## config.mk

```make
export PLATFORM = sky130hd
export DESIGN_NAME = ufd_stencil
export DESIGN_NICKNAME = d
export VERILOG_FILES = /design/src/hw/rtl/ufd_pkg.sv /design/src/hw/rtl/ufd_stencil.sv
export SDC_FILE = /design/constraint.sdc
export NUM_CORES = 2
export LEC_CHECK = 0
export ABC_AREA = 1
export BUFFER_PORTS_ARGS = -buffer_cell sky130_fd_sc_hd__buf_2
export CAP_MARGIN = 20
export CORE_ASPECT_RATIO = 0.6
export CORE_MARGIN = 2
export CORE_UTILIZATION = 40
export DETAILED_ROUTE_END_ITERATION = 7
export SETUP_SLACK_MARGIN = 0.4
export SYNTH_ARGS = -nofsm -noshare
export SYNTH_HDL_FRONTEND = slang
export SYNTH_SLANG_ARGS = --single-unit
```

## constraint.sdc

```tcl
create_clock -name vclk -period 18.5
set_input_delay 0.925 -clock vclk [all_inputs]
set_output_delay 0.925 -clock vclk [all_outputs]
set_load 0.005 [all_outputs]
```

## src/hw/rtl/ufd_pkg.sv

```systemverilog
// Package of the upwind derivative line: widths, defaults, register indexes,
// stencil kinds and the metadata struct. No dependencies.
package ufd_pkg;

    // Fixed field widths
    localparam int LEN_W       = 11;
    localparam int POS_W       = 10;
    localparam int SCALE_W     = 32;
    localparam int IN_SAMPLE_W = 32;
    localparam int VEL_W       = 32;
    localparam int DERIV_W     = 48;
    localparam int Q_W         = DERIV_W + 1;
    localparam int S_TDATA_W   = 64;
    localparam int M_TDATA_W   = 64;
    localparam int CFG_IDX_W   = 3;
    localparam int CFG_DATA_W  = 32;

    // Parameter defaults
    localparam int PAD_WIDTH_DEF   = 3;
    localparam int MAX_LINE_DEF    = 1024;
    localparam int SAMPLE_BITS_DEF = 32;

    // Line geometry
    localparam int LINE_LENGTH_MIN = 12;
    localparam int WIN_DEPTH       = 7;
    localparam int WIN_LAG         = 3;

    // Register reset values
    localparam logic [LEN_W-1:0]   LINE_LENGTH_RST   = LEN_W'(16);
    localparam logic [SCALE_W-1:0] SCALE_TWELFTH_RST = SCALE_W'(5461);
    localparam logic [SCALE_W-1:0] SCALE_HALF_RST    = SCALE_W'(32768);

    // Register indexes
    localparam logic [CFG_IDX_W-1:0] REG_LINE_LENGTH   = CFG_IDX_W'(0);
    localparam logic [CFG_IDX_W-1:0] REG_LOW_CLOSURE   = CFG_IDX_W'(1);
    localparam logic [CFG_IDX_W-1:0] REG_HIGH_CLOSURE  = CFG_IDX_W'(2);
    localparam logic [CFG_IDX_W-1:0] REG_SCALE_TWELFTH = CFG_IDX_W'(3);
    localparam logic [CFG_IDX_W-1:0] REG_SCALE_HALF    = CFG_IDX_W'(4);

    // Stencil shapes over the 7-sample window (w3 is the output position)
    typedef enum logic [2:0] {
        ST_FWD,      // -3w2 -10w3 +18w4 -6w5 +w6, twelfth scale
        ST_BWD,      // -w0 +6w1 -18w2 +10w3 +3w4, twelfth scale
        ST_ONE_FWD,  // -3w3 +4w4 -w5, half scale
        ST_CEN,      // -w2 +w4, half scale
        ST_ONE_BWD   // w1 -4w2 +3w3, half scale
    } t_stencil;

    // Per-result metadata carried down the pipeline
    typedef struct packed {
        logic [POS_W-1:0] pos;
        logic             last;
    } t_meta;

endpackage

```

## src/hw/rtl/ufd_stencil.sv

```systemverilog
// Integer-coefficient stencil sum over the sample window.
// Depends on ufd_pkg (t_stencil, WIN_DEPTH).
module ufd_stencil #(
    parameter int SAMPLE_BITS = ufd_pkg::SAMPLE_BITS_DEF
) (
    input  logic signed [SAMPLE_BITS-1:0] i_win [0:ufd_pkg::WIN_DEPTH-1],
    input  ufd_pkg::t_stencil             i_kind,
    output logic signed [SAMPLE_BITS+5:0] o_sum
);
    localparam int SUM_W = SAMPLE_BITS + 6;

    localparam logic signed [SUM_W-1:0] K3  = SUM_W'(3);
    localparam logic signed [SUM_W-1:0] K4  = SUM_W'(4);
    localparam logic signed [SUM_W-1:0] K6  = SUM_W'(6);
    localparam logic signed [SUM_W-1:0] K10 = SUM_W'(10);
    localparam logic signed [SUM_W-1:0] K18 = SUM_W'(18);

    logic signed [SUM_W-1:0] w [0:ufd_pkg::WIN_DEPTH-1];

    // Sign-extend the window to the sum width
    always_comb begin
        for (int i = 0; i < ufd_pkg::WIN_DEPTH; i++) begin
            w[i] = SUM_W'(i_win[i]);
        end
    end

    // Pick the stencil
    always_comb begin
        case (i_kind)
            ufd_pkg::ST_FWD:
                o_sum = w[6] - K3 * w[2] - K10 * w[3] + K18 * w[4] - K6 * w[5];
            ufd_pkg::ST_BWD:
                o_sum = K6 * w[1] - w[0] - K18 * w[2] + K10 * w[3] + K3 * w[4];
            ufd_pkg::ST_ONE_FWD:
                o_sum = K4 * w[4] - K3 * w[3] - w[5];
            ufd_pkg::ST_CEN:
                o_sum = w[4] - w[2];
            ufd_pkg::ST_ONE_BWD:
                o_sum = w[1] - K4 * w[2] + K3 * w[3];
            default:
                o_sum = '0;
        endcase
    end

endmodule

```

# == Word-level counts from Yosys, hierarchy flattened ==
# Index checks and enable logic that the tools add are counted.
# op_classes
add_sub_neg,13
mul,8
eq_ne,4
muxes,1
n_reduce_logical,1
# ops
op,count
one-hot mux 38 bit (5 select lines),1
multiplier 3 x 32 -> 35 bit (first input constant),5
multiplier 5 x 32 -> 37 bit (first input constant),2
subtractor 36 x 32 -> 37 bit,2
adder 38 x 35 -> 38 bit,1
adder 38 x 37 -> 38 bit,1
adder 38 bit,1
subtractor 36 x 37 -> 38 bit,1
subtractor 37 x 38 -> 38 bit,1
subtractor 38 x 36 -> 38 bit,1
adder 35 x 35 -> 36 bit,1
multiplier 4 x 32 -> 36 bit (first input constant),1
subtractor 32 x 35 -> 36 bit,1
subtractor 34 x 35 -> 36 bit,1
subtractor 32 x 34 -> 35 bit,1
subtractor 32 x 32 -> 33 bit,1
equality test 3 x 2 -> 1 bit (second input constant),2
equality test 3 x 1 -> 1 bit (second input constant),1
equality test 3 bit (second input constant),1
logical NOT 3 bit,1
# word_totals
register_bits,0
in_bits,227
output_inout_bits,38
elab_cells,27

# == Logic depth before layout (Yosys ltp) ==
# depth
depth_word,6
ltp_mapped,36
mapped_depth_nobuf,36

# == Worst setup path before layout ==
# Ideal clock, no wire load.
# synth_path
path_kind,input to output
startpoint,input i_win[97] (netlist bit)
endpoint,output o_sum[35]
arrival_time_ns,6.389
required_ns,17.575
setup_slack_ns,11.186
cell_stages,31
n_path_buf,0
cell_sequence,ha_1 -> ha_1 -> fa_1 -> nand3_1 -> nand2_1 -> nand2_1 -> nand2_2 -> a21boi_2 -> o21ai_2 -> nand2_1 -> nand2_2 -> a21oi_4 -> xor2_1 -> inv_1 -> ha_1 -> fa_1 -> fa_1 -> fa_1 -> inv_1 -> ha_1 -> a21o_1 -> a31oi_1 -> o21ai_0 -> a21oi_1 -> nand3_1 -> a21o_1 -> nand2_1 -> nand2_1 -> nor2_1 -> nor2_1 -> nand3_1
# synth_between
elab_chain_len,5
# synth_lines
item,line_no,rtl
start: declaration,ufd_stencil.sv:6,"input logic signed [SAMPLE_BITS-1:0] i_win [0:ufd_pkg::WIN_DEPTH-1],"
multiplier 4 x 32 -> 36 bit,"ufd_stencil.sv:31, ufd_stencil.sv:33",
subtractor 36 x 37 -> 38 bit,ufd_stencil.sv:31,o_sum = w[6] - K3 * w[2] - K10 * w[3] + K18 * w[4] - K6 * w[5];
adder 38 bit,ufd_stencil.sv:31,
subtractor 38 x 36 -> 38 bit,ufd_stencil.sv:31,
one-hot mux 38 bit (5 select lines) (*),ufd_stencil.sv:29,case (i_kind)
end: declaration,ufd_stencil.sv:8,output logic signed [SAMPLE_BITS+5:0] o_sum
# Mark *: on every way between the ends. The rest lies on a longest branch, timed or not.

# == Final worst setup path ==
# layout_path
startpoint,input i_win[54] (netlist bit)
endpoint,output o_sum[30]
# layout_between
elab_chain_len,3
# layout_lines
item,line_no
multiplier 3 x 32 -> 35 bit,ufd_stencil.sv:31
subtractor 38 x 36 -> 38 bit,ufd_stencil.sv:31
one-hot mux 38 bit (5 select lines) (*),ufd_stencil.sv:29
# Marked as above.

==> results.sh <==
export IMPL_syn_area_per_cell_um2=6.916
export IMPL_synth_compound_area_frac=0.1860
export IMPL_synth_warnings=0
export IMPL_grt_usage=0.3908
export IMPL_io_buffers=265
export IMPL_synth_fp_nets=6154
export IMPL_finalCritPeriodShare=0.5143
export IMPL_grt_overflow_total=0
export IMPL_slew_violations=0
export IMPL_setup_tns_ns=0
export IMPL_rsz0062_at_grt="false"
export IMPL_crit_path_top_delay_cell="a21oi_1"
export IMPL_synth_area_mux_share=0
export IMPL_netlist_top_cell_by_area="ha_1"
export IMPL_drt_wl_total_um=175900
export IMPL_post_cts_resized=0
export IMPL_fp_row_count=82
export IMPL_cp_top_family="adder cells"
export IMPL_hold_viol=0
export IMPL_setup_violations=0
export IMPL_holdPathStages=5
export IMPL_synth_cell_types=62
export IMPL_die_area_mm2=0.08750
export IMPL_synth_xor_area_frac=0.05372
export IMPL_grt_pass1_wl_um=244500
export IMPL_wl_per_cell_um=27.80
export IMPL_ios=265
export IMPL_synthTopCellsByArea="ha_1 24%, fa_1 21%, inv_1 11%"
export IMPL_status="finished clean"
export IMPL_path_class="in -> out"
export IMPL_vias=36120
export IMPL_grt_pass1_vias=34190
export IMPL_nClkBuffers=0
export IMPL_timing_critical_path_buf_inv=4
export IMPL_yosysSeqAreaShare=0
export IMPL_crit_path_max_fanout=3
export IMPL_critical_path_depth=25
export IMPL_synth_top_area_share=0.2416
export IMPL_gp_congestion=1.059
export IMPL_layout_min_cycle_time_ns=9.515
export IMPL_synth_top_family_by_area="adder cells"
export IMPL_hold_buffers=0
export IMPL_synth_adder_area_share=0.4475
export IMPL_seq_cell_count=0
export IMPL_grt_max_degree=39
export IMPL_synthCells=4920
export IMPL_die_height_um=229.9
export IMPL_max_cap_violations=0
export IMPL_holdCritPathClass="in -> out"
export IMPL_relSlewSlack=0.1215
export IMPL_critPathRequiredTime_ns=17.57
export IMPL_viasPerCell=5.708
export IMPL_area_growth_pct=8.527
export IMPL_fp_coreArea_mm2=0.08382
export IMPL_layout_drive_gt1_share=0.08571
export IMPL_dpl_hpwl_um=161100
export IMPL_tightest_slew_ns=1.308
export IMPL_final_nets=6428
export IMPL_ant_nets=0
export IMPL_syn_cell_area_mm2=0.03403
export IMPL_mostFrequentLayoutCell="inv_1"
export IMPL_antenna_found_initial=8
export IMPL_drtIter0Drc=4244
export IMPL_regArea_um2=0
export IMPL_start_util=0.4060
export IMPL_mostFrequentLayoutCells="993 x inv_1, 804 x nand2_1, 657 x ha_1"
export IMPL_postCtsSetupBuffers=0
export IMPL_first_pass_iters=6
export IMPL_critPathMaxStageDelay_ns=0.94
export IMPL_fmax_mhz=105.1
export IMPL_synthSimpleGateAreaFrac=0.1987
export IMPL_worstPathArrival_ns=8.59
export IMPL_die_w_um=380.5
export IMPL_end_kind="output pin"
export IMPL_drcViolationCount=0
export IMPL_start_kind="input pin"
## Yosys cell counts (11+ instances only)
master and number:
nand2_1 804, a21oi_2 23, o21ai_0 262, or2_2 33
or2_1 11, o21a_1 28, inv_1 993, o21bai_1 40
nand2_2 14, a21boi_0 22, a21oi_1 458, nor2_1 385
nor4_1 12, nor3_1 42, clkbuf_1 13, o211ai_1 16
nand3b_1 12, xor2_1 115, xnor2_1 90, o21ai_1 55
nor3_2 11, a31oi_1 43, ha_1 657, inv_2 23
nand4_1 47, o21ai_2 25, a21o_1 39, nand3_1 206
fa_1 350
## layout make-up
cell class,count,area (um2)
multi-input cells,3886,30150
fillers,9126,46890
repair buffers,288,1534
well taps,1134,1419
diodes,1,2.502
inverters,1018,3821
## stage by stage
| stage | area, um2 | util | hold slack, ns | setup slack [ns] | instances |
|---|---|---|---|---|---|
| after floorplan | 34030 | - | 2.072 | 11.19 | 4920 |
| after global routing | 36930 | 0.4405 | 2.422 | 8.826 | 6326 |
| after detailed placement | 36830 | 0.4393 | 2.392 | 9.227 | 6317 |
| after CTS | 36830 | 0.4393 | 2.398 | 9.220 | 6317 |
| final | 36930 | 0.4406 | 2.410 | 8.985 | 6327 |
| after global placement | 36830 | 0.4393 | 2.400 | 9.230 | 6317 |
## worst paths after layout
check | startpoint | to | slack [ns]
worst max-delay path | i_win[54] | o_sum[30] | 8.99
worst min-delay path | i_win[192] | o_sum[0] | 2.41
## cell families after synthesis
group | Yosys count
AND/OR/NAND/NOR | 1593
AO/OA/AOI/OAI | 1079
buffers and inverters | 1034
adder cells (fa/ha/maj) | 1007
XOR/XNOR | 207
## routing by layer
metal  vias up  GRT usage  share of wire
met2      1912     0.5050           0.36
met1     17410     0.5763           0.46
met5         -          0         0.0011
li1      16670          -              -
met4         6    0.05667          0.018
met3       118     0.1950           0.16
