===== config.mk =====
export PLATFORM = sky130hd
export DESIGN_NAME = ufd_scale
export DESIGN_NICKNAME = d
export VERILOG_FILES = /design/src/hw/rtl/ufd_pkg.sv /design/src/hw/rtl/ufd_scale.sv
export SDC_FILE = /design/constraint.sdc
export NUM_CORES = 2
export LEC_CHECK = 0
export BUFFER_PORTS_ARGS = -buffer_cell sky130_fd_sc_hd__buf_2
export CAP_MARGIN = 10
export CELL_PAD_IN_SITES_DETAIL_PLACEMENT = 1
export CELL_PAD_IN_SITES_GLOBAL_PLACEMENT = 1
export CORE_MARGIN = 2
export CORE_UTILIZATION = 45
export DETAILED_ROUTE_END_ITERATION = 7
export MAX_ROUTING_LAYER = met4
export PLACE_DENSITY = 0.79
export SLEW_MARGIN = 5
export SYNTH_ARGS = -nofsm -noshare
export SYNTH_HDL_FRONTEND = slang
export SYNTH_SLANG_ARGS = --single-unit

===== constraint.sdc =====
create_clock -name i_clk -period 17.9 [get_ports i_clk]
set_clock_uncertainty 0.1 [all_clocks]
set_input_delay 5.37 -clock i_clk [delete_from_list [all_inputs] [get_ports i_clk]]
set_output_delay 5.37 -clock i_clk [all_outputs]
set_load 0.02 [all_outputs]

===== src/hw/rtl/ufd_pkg.sv =====
// Package of the upwind derivative line: widths, defaults, register indexes,
// stencil kinds and the metadata struct. No dependencies.
package ufd_pkg;

    // Fixed field widths
    localparam int LEN_W       = 11;
    localparam int POS_W       = 10;
    localparam int SCALE_W     = 32;
    localparam int IN_SAMPLE_W = 32;
    localparam int VEL_W       = 32;
    localparam int DERIV_W     = 48;
    localparam int Q_W         = DERIV_W + 1;
    localparam int S_TDATA_W   = 64;
    localparam int M_TDATA_W   = 64;
    localparam int CFG_IDX_W   = 3;
    localparam int CFG_DATA_W  = 32;

    // Parameter defaults
    localparam int PAD_WIDTH_DEF   = 3;
    localparam int MAX_LINE_DEF    = 1024;
    localparam int SAMPLE_BITS_DEF = 32;

    // Line geometry
    localparam int LINE_LENGTH_MIN = 12;
    localparam int WIN_DEPTH       = 7;
    localparam int WIN_LAG         = 3;

    // Register reset values
    localparam logic [LEN_W-1:0]   LINE_LENGTH_RST   = LEN_W'(16);
    localparam logic [SCALE_W-1:0] SCALE_TWELFTH_RST = SCALE_W'(5461);
    localparam logic [SCALE_W-1:0] SCALE_HALF_RST    = SCALE_W'(32768);

    // Register indexes
    localparam logic [CFG_IDX_W-1:0] REG_LINE_LENGTH   = CFG_IDX_W'(0);
    localparam logic [CFG_IDX_W-1:0] REG_LOW_CLOSURE   = CFG_IDX_W'(1);
    localparam logic [CFG_IDX_W-1:0] REG_HIGH_CLOSURE  = CFG_IDX_W'(2);
    localparam logic [CFG_IDX_W-1:0] REG_SCALE_TWELFTH = CFG_IDX_W'(3);
    localparam logic [CFG_IDX_W-1:0] REG_SCALE_HALF    = CFG_IDX_W'(4);

    // Stencil shapes over the 7-sample window (w3 is the output position)
    typedef enum logic [2:0] {
        ST_FWD,      // -3w2 -10w3 +18w4 -6w5 +w6, twelfth scale
        ST_BWD,      // -w0 +6w1 -18w2 +10w3 +3w4, twelfth scale
        ST_ONE_FWD,  // -3w3 +4w4 -w5, half scale
        ST_CEN,      // -w2 +w4, half scale
        ST_ONE_BWD   // w1 -4w2 +3w3, half scale
    } t_stencil;

    // Per-result metadata carried down the pipeline
    typedef struct packed {
        logic [POS_W-1:0] pos;
        logic             last;
    } t_meta;

endpackage


===== src/hw/rtl/ufd_scale.sv =====
// Scaling pipeline: sum register, magnitude, split multiply, rounding,
// saturation to 48 bits. Depends on ufd_pkg (widths, t_meta).
module ufd_scale #(
    parameter int SAMPLE_BITS = ufd_pkg::SAMPLE_BITS_DEF
) (
    input  logic                                i_clk,
    input  logic                                i_rst_n,
    input  logic                                i_valid,
    output logic                                o_ready,
    input  logic signed [SAMPLE_BITS+5:0]       i_sum,
    input  logic [ufd_pkg::SCALE_W-1:0]         i_scale,
    input  ufd_pkg::t_meta                      i_meta,
    output logic                                o_valid,
    input  logic                                i_ready,
    output logic [ufd_pkg::DERIV_W-1:0]         o_deriv,
    output ufd_pkg::t_meta                      o_meta
);
    localparam int SUM_W = SAMPLE_BITS + 6;
    localparam int EXT_W = (SUM_W > 33) ? SUM_W : 33;
    localparam int HI_W  = EXT_W - 32;
    localparam int SC_W  = ufd_pkg::SCALE_W;
    localparam int Q_W   = ufd_pkg::Q_W;
    localparam int D_W   = ufd_pkg::DERIV_W;

    localparam logic [Q_W-1:0] LIM_NEG = Q_W'(1) << (D_W - 1);
    localparam logic [Q_W-1:0] LIM_POS = LIM_NEG - Q_W'(1);

    // Stage valids and load enables
    logic r_v1, r_v2, r_v3, r_v4, r_vo;
    logic ld1, ld2, ld3, ld4, ldo;

    // Stage 1: stencil sum
    logic signed [SUM_W-1:0] r_sum1;
    logic [SC_W-1:0]         r_scale1;
    ufd_pkg::t_meta          r_meta1;
    // Stage 2: magnitude
    logic [SUM_W-1:0]        r_mag2, n_mag2;
    logic                    r_neg2;
    logic [SC_W-1:0]         r_scale2;
    ufd_pkg::t_meta          r_meta2;
    // Stage 3: partial products
    logic [EXT_W-1:0]        m_ext;
    logic [63:0]             r_lo3, n_lo3;
    logic [HI_W+31:0]        r_hi3, n_hi3;
    logic                    r_neg3;
    ufd_pkg::t_meta          r_meta3;
    // Stage 4: rounded quotient
    logic [Q_W-1:0]          r_q4, n_q4;
    logic                    r_ovf4, r_neg4;
    ufd_pkg::t_meta          r_meta4;
    // Output
    logic [D_W-1:0]          r_deriv, n_deriv;
    ufd_pkg::t_meta          r_meta_o;
    logic [D_W-1:0]          q_clamp;

    // Each stage loads when empty or when the next one loads
    assign ldo     = !r_vo || i_ready;
    assign ld4     = !r_v4 || ldo;
    assign ld3     = !r_v3 || ld4;
    assign ld2     = !r_v2 || ld3;
    assign ld1     = !r_v1 || ld2;
    assign o_ready = ld1;

    always_ff @(posedge i_clk) begin
        if (!i_rst_n) begin
            r_v1 <= 1'b0;
            r_v2 <= 1'b0;
            r_v3 <= 1'b0;
            r_v4 <= 1'b0;
            r_vo <= 1'b0;
        end else begin
            if (ld1) r_v1 <= i_valid;
            if (ld2) r_v2 <= r_v1;
            if (ld3) r_v3 <= r_v2;
            if (ld4) r_v4 <= r_v3;
            if (ldo) r_vo <= r_v4;
        end
    end

    // Magnitude of the sum
    always_comb begin
        n_mag2 = r_sum1[SUM_W-1] ? $unsigned(-r_sum1) : $unsigned(r_sum1);
    end

    // Split multiply: low 32 bits and the high remainder of the magnitude
    always_comb begin
        m_ext = EXT_W'(r_mag2);
        n_lo3 = 64'(m_ext[31:0]) * 64'(r_scale2);
        n_hi3 = (HI_W + 32)'(m_ext[EXT_W-1:32]) * (HI_W + 32)'(r_scale2);
    end

    // Drop 16 fraction bits, round half away from zero on the magnitude
    always_comb begin
        n_q4 = Q_W'({r_hi3[31:0], 16'b0}) + Q_W'(r_lo3[63:16]) + Q_W'(r_lo3[15]);
    end

    // Saturate and restore the sign
    always_comb begin
        if (r_neg4) begin
            q_clamp = (r_ovf4 || (r_q4 > LIM_NEG)) ? LIM_NEG[D_W-1:0] : r_q4[D_W-1:0];
            n_deriv = D_W'(0) - q_clamp;
        end else begin
            q_clamp = (r_ovf4 || (r_q4 > LIM_POS)) ? LIM_POS[D_W-1:0] : r_q4[D_W-1:0];
            n_deriv = q_clamp;
        end
    end

    // Payload registers
    always_ff @(posedge i_clk) begin
        if (ld1) begin
            r_sum1   <= i_sum;
            r_scale1 <= i_scale;
            r_meta1  <= i_meta;
        end
        if (ld2) begin
            r_mag2   <= n_mag2;
            r_neg2   <= r_sum1[SUM_W-1];
            r_scale2 <= r_scale1;
            r_meta2  <= r_meta1;
        end
        if (ld3) begin
            r_lo3   <= n_lo3;
            r_hi3   <= n_hi3;
            r_neg3  <= r_neg2;
            r_meta3 <= r_meta2;
        end
        if (ld4) begin
            r_q4    <= n_q4;
            r_ovf4  <= |r_hi3[HI_W+31:32];
            r_neg4  <= r_neg3;
            r_meta4 <= r_meta3;
        end
        if (ldo) begin
            r_deriv  <= n_deriv;
            r_meta_o <= r_meta4;
        end
    end

    assign o_valid = r_vo;
    assign o_deriv = r_deriv;
    assign o_meta  = r_meta_o;

endmodule


Word level (Yosys, flattened, before mapping)
Index checks and enable logic that the tools add are counted.

cells by class
  mux-type cells = 4
  add/sub/neg operators = 4
  reductions and logical operators = 13
  multipliers = 2
  magnitude comparators = 2

operators by type and width
  operator                                              number
  two-way mux 48 bit                                    3
  multiplier 32 x 32 -> 64 bit                          1
  adder 48 x 48 -> 49 bit                               1
  adder 49 x 1 -> 49 bit                                1
  > comparator 49 x 47 -> 1 bit, second input constant  1
  > comparator 49 x 48 -> 1 bit, second input constant  1
  subtractor 1 x 48 -> 48 bit, first input constant     1
  multiplier 6 x 32 -> 38 bit                           1
  negation 38 bit                                       1
  two-way mux 37 bit                                    1
  logical OR 1 bit                                      7
  OR reduction 6 bit                                    1
  zero test 1 bit                                       5

word-level totals
  word-level logic and storage cells = 53
  bits in registers = 403
  input port bits = 85

Logic depth before layout (Yosys ltp)
  word-level depth = 6
  mapped depth = 30
  gate-level depth less buffers = 28

Least setup slack after synthesis
No wires, ideal clock.

  kind = input -> output
  from = input port i_ready
  to = output port o_ready
  cell stages on the path = 3
  setup slack = 4,607 ps
  data arrival time = 7,823 ps
  data required time = 12,430 ps
  path buffers = 0
  cells stage by stage = nor2b_1 -> and3_1 -> nand3_1

between the ends
  longest elaborated chain between the ends = 5

ends and longest elaborated chain
  what              RTL line         text
  start, declared   ufd_scale.sv:14  input logic i_ready,
  logical OR 1 bit  ufd_scale.sv:57  assign ldo = !r_vo || i_ready;
  logical OR 1 bit  ufd_scale.sv:58  assign ld4 = !r_v4 || ldo;
  logical OR 1 bit  ufd_scale.sv:59  assign ld3 = !r_v3 || ld4;
  logical OR 1 bit  ufd_scale.sv:60  assign ld2 = !r_v2 || ld3;
  logical OR 1 bit  ufd_scale.sv:61  assign ld1 = !r_v1 || ld2;
  end, declared     ufd_scale.sv:9   output logic o_ready,

Every way passes these cells.

Worst setup path after layout
Ends and elaborated chain as after synthesis.

==> results.cfg <==
[timing]
clock.fmax_ghz = 0.0790
tns_ns = 0
setup_viol = 0
finalCritPeriodShare_pct = 70.7
fin_hold_ws_ns = 0.312
layout_min_cycle_time_ns = 12.66
tightest_slew_ns = 1.06
finalHoldViolCount = 0
slew_viol_final = 0
rsz0062_at_grt = no
max_slew_margin_pct = 29.3

[worst_setup_path]
path_common_cell = buf_2
crit_slowest_cell = nand3_4
arrival_ns = 7.19
start_kind = input port
critPathMaxFanout = 20
path_cells = buf_2 -> nor2b_1 -> and3_1 -> nand3_4 -> buf_2
worstSetupEndpointType = output pin
cpPeakStageDelay_ns = 0.53
rrSetupSlack_ns = 9.12
cp-endpoint = o_ready
worstReg2RegEnd = r_lo3[55]
reg2reg_depth = 24
r2r-start = r_scale2[9]
worstPathRequired_ns = 12.43
worstSetupPathType = input port to output pin
startpoint = i_ready

[die]
boundaryPins = 146
num_rows = 127
die_height_um = 350
fp.dieW_um = 350
start_util_pct = 45.2
dieArea_um2 = 123000
floorplan.core_area_um2 = 119000

[logic_synthesis]
yosysTopAreaCell = fa_1
synth-async-reset-ratio_pct = 0
syn_avg_cell_area_um2 = 10.1
synth_seq_area_share_pct = 21.5
ys_seq_elements = 388
synth_area_leaders = fa_1, edfxtp_1, ha_1
ys_types = 82
syn_area_um2 = 54000
ys.flop_type = edfxtp_1
yosys_warnings = 0
synth_top_cell_area_share_pct = 37.7
synthesis.instances = 5354
syn-num-nets = 6797
synth-edff-count = 383

[layout]
syn_to_final_growth_pct = 7.21
layout_commonest_cell = fa_1
ff_latch_area_um2 = 11600
num-fill-cells = 13349
finalNetCount = 6793
layoutNonFillerInstCount = 7004
utilization_pct = 48.5
mostFrequentLayoutCells = fa_1, inv_1, nand2_1
multi_input_area_um2 = 37600
drive_above_1_share_pct = 6.37

[clock_tree]
ctsLongestPathBuffers = 3
path_clk_slew_ns = 0.06
clock-sinks = 388
cts_made_buffers = 47
clkLatencyLatePin_ns = 0.67
postCtsResizedCells = 0
cts_tree = done
cts_htree_levels = 2
clock-root-buffer = clkbuf_16
cts_setup_buffers = 0
cts-hold-fix-buffers = 0

[routing]
drt-vias-per-instance = 5.51
drt_iter0_markers = 2656
wl_mm = 158
antenna_left = 0
wl_per_cell_um = 22.6
vias = 38561
drc_errors = 0
drt_pre_antenna_iters = 5

[global_route]
grt_max_degree = 86
track_usage_pct = 27.2
first_global_vias = 43784
antenna_found_initial = 15
grt_overflow = 0
grt_first_pass_wirelength_mm = 250

[place]
dp.cells = 6912
dp_hpwl_mm = 114
gp_congestion = 0.896
port_buffers = 145

[run]
maxCapViolations = 0

[run_status]
status = complete, no violations

[min_path]
hold_depth = 0
hold_class = register to register
stage by stage:
stage	worst slack (ns)	cell area, µm²
2_1_floorplan	4.61	54000
3_3_place_gp	5.26	56300
3_5_place_dp	5.21	56300
4_1_cts	5.22	57900
5_1_grt	5.14	57900
6_report	5.24	57900
registers in the layout (all words and copies together), names as in the netlist, 11 cells and up:
signal	flops
r_meta2	11
r_meta1	11
o_deriv	48
r_meta4	11
r_meta3	11
r_hi3	38
o_meta	11
r_scale1	32
r_scale2	32
r_q4	49
r_sum1	38
m_ext	38
r_lo3	49
cells by family after synthesis:
group                      count (synthesis)  share of synthesized area (%)
AOI/OAI and AO/OA                        490                           5.87
xor gates and xnor gates                 160                           2.59
adders and majority gates               1358                           45.6
buffers and inverters                   1299                           9.06
DFF                                      388                           21.5
muxes                                      1                         0.0185
and+or+nand+nor                         1658                           15.4
per-layer routing:
layer  track usage [%]  share of wire (%)
met1              35.3                 41
met2              44.1                 48
met3              4.44                7.6
met4              8.14                3.1
met5                 -                  0
cells in the mapped netlist, types with 15 or more instances:
cell type  count
edfxtp_1     383
xnor2_1      118
nor2_1        97
nand3_1       54
o31ai_1       15
clkbuf_1     265
nor4_1        15
fa_1        1016
xor2_1        42
nand4_1       27
o21bai_1      27
or3_1         19
nor3_1        37
a21oi_1      158
a31oi_1       18
o21ai_0       86
ha_1         342
inv_1       1017
and2_1       610
a21o_1        59
nand2_1      724
worst max-delay path: cells and delay by family:
| kind | cells | cell delay [ns] |
|---|---|---|
| and+or+nand+nor | 3 | 1.30 |
| buffers and inverters | 2 | 0.46 |
layout make-up:
| class | instances | area share [%] |
|---|---|---|
| multi-input combinational | 3667 | 64.8 |
| inverter | 1017 | 6.60 |
| antenna | 9 | 0.0389 |
| clock buffer | 54 | 2.08 |
| clock inverter | 28 | 0.566 |
| tap | 1612 | 3.48 |
| timing repair buffer | 229 | 2.36 |
| sequential | 388 | 20.0 |
worst min-delay path by stage:
stage / start / endpoint / slack, ns
after detailed placement: r_meta2[8] / r_meta3[8] / 0.31
after global placement: r_meta4[5] / o_meta[5] / 0.30
after global routing: r_meta1[8] / r_meta2[8] / 0.32
after CTS: r_meta2[10] / r_meta3[10] / 0.32
final: r_meta2[10] / r_meta3[10] / 0.31
after floorplan: r_meta4[0] / o_meta[0] / 0.30
Power is not shown: default switching activity piles up to over one toggle a cycle in this logic, so the estimate is an artifact.
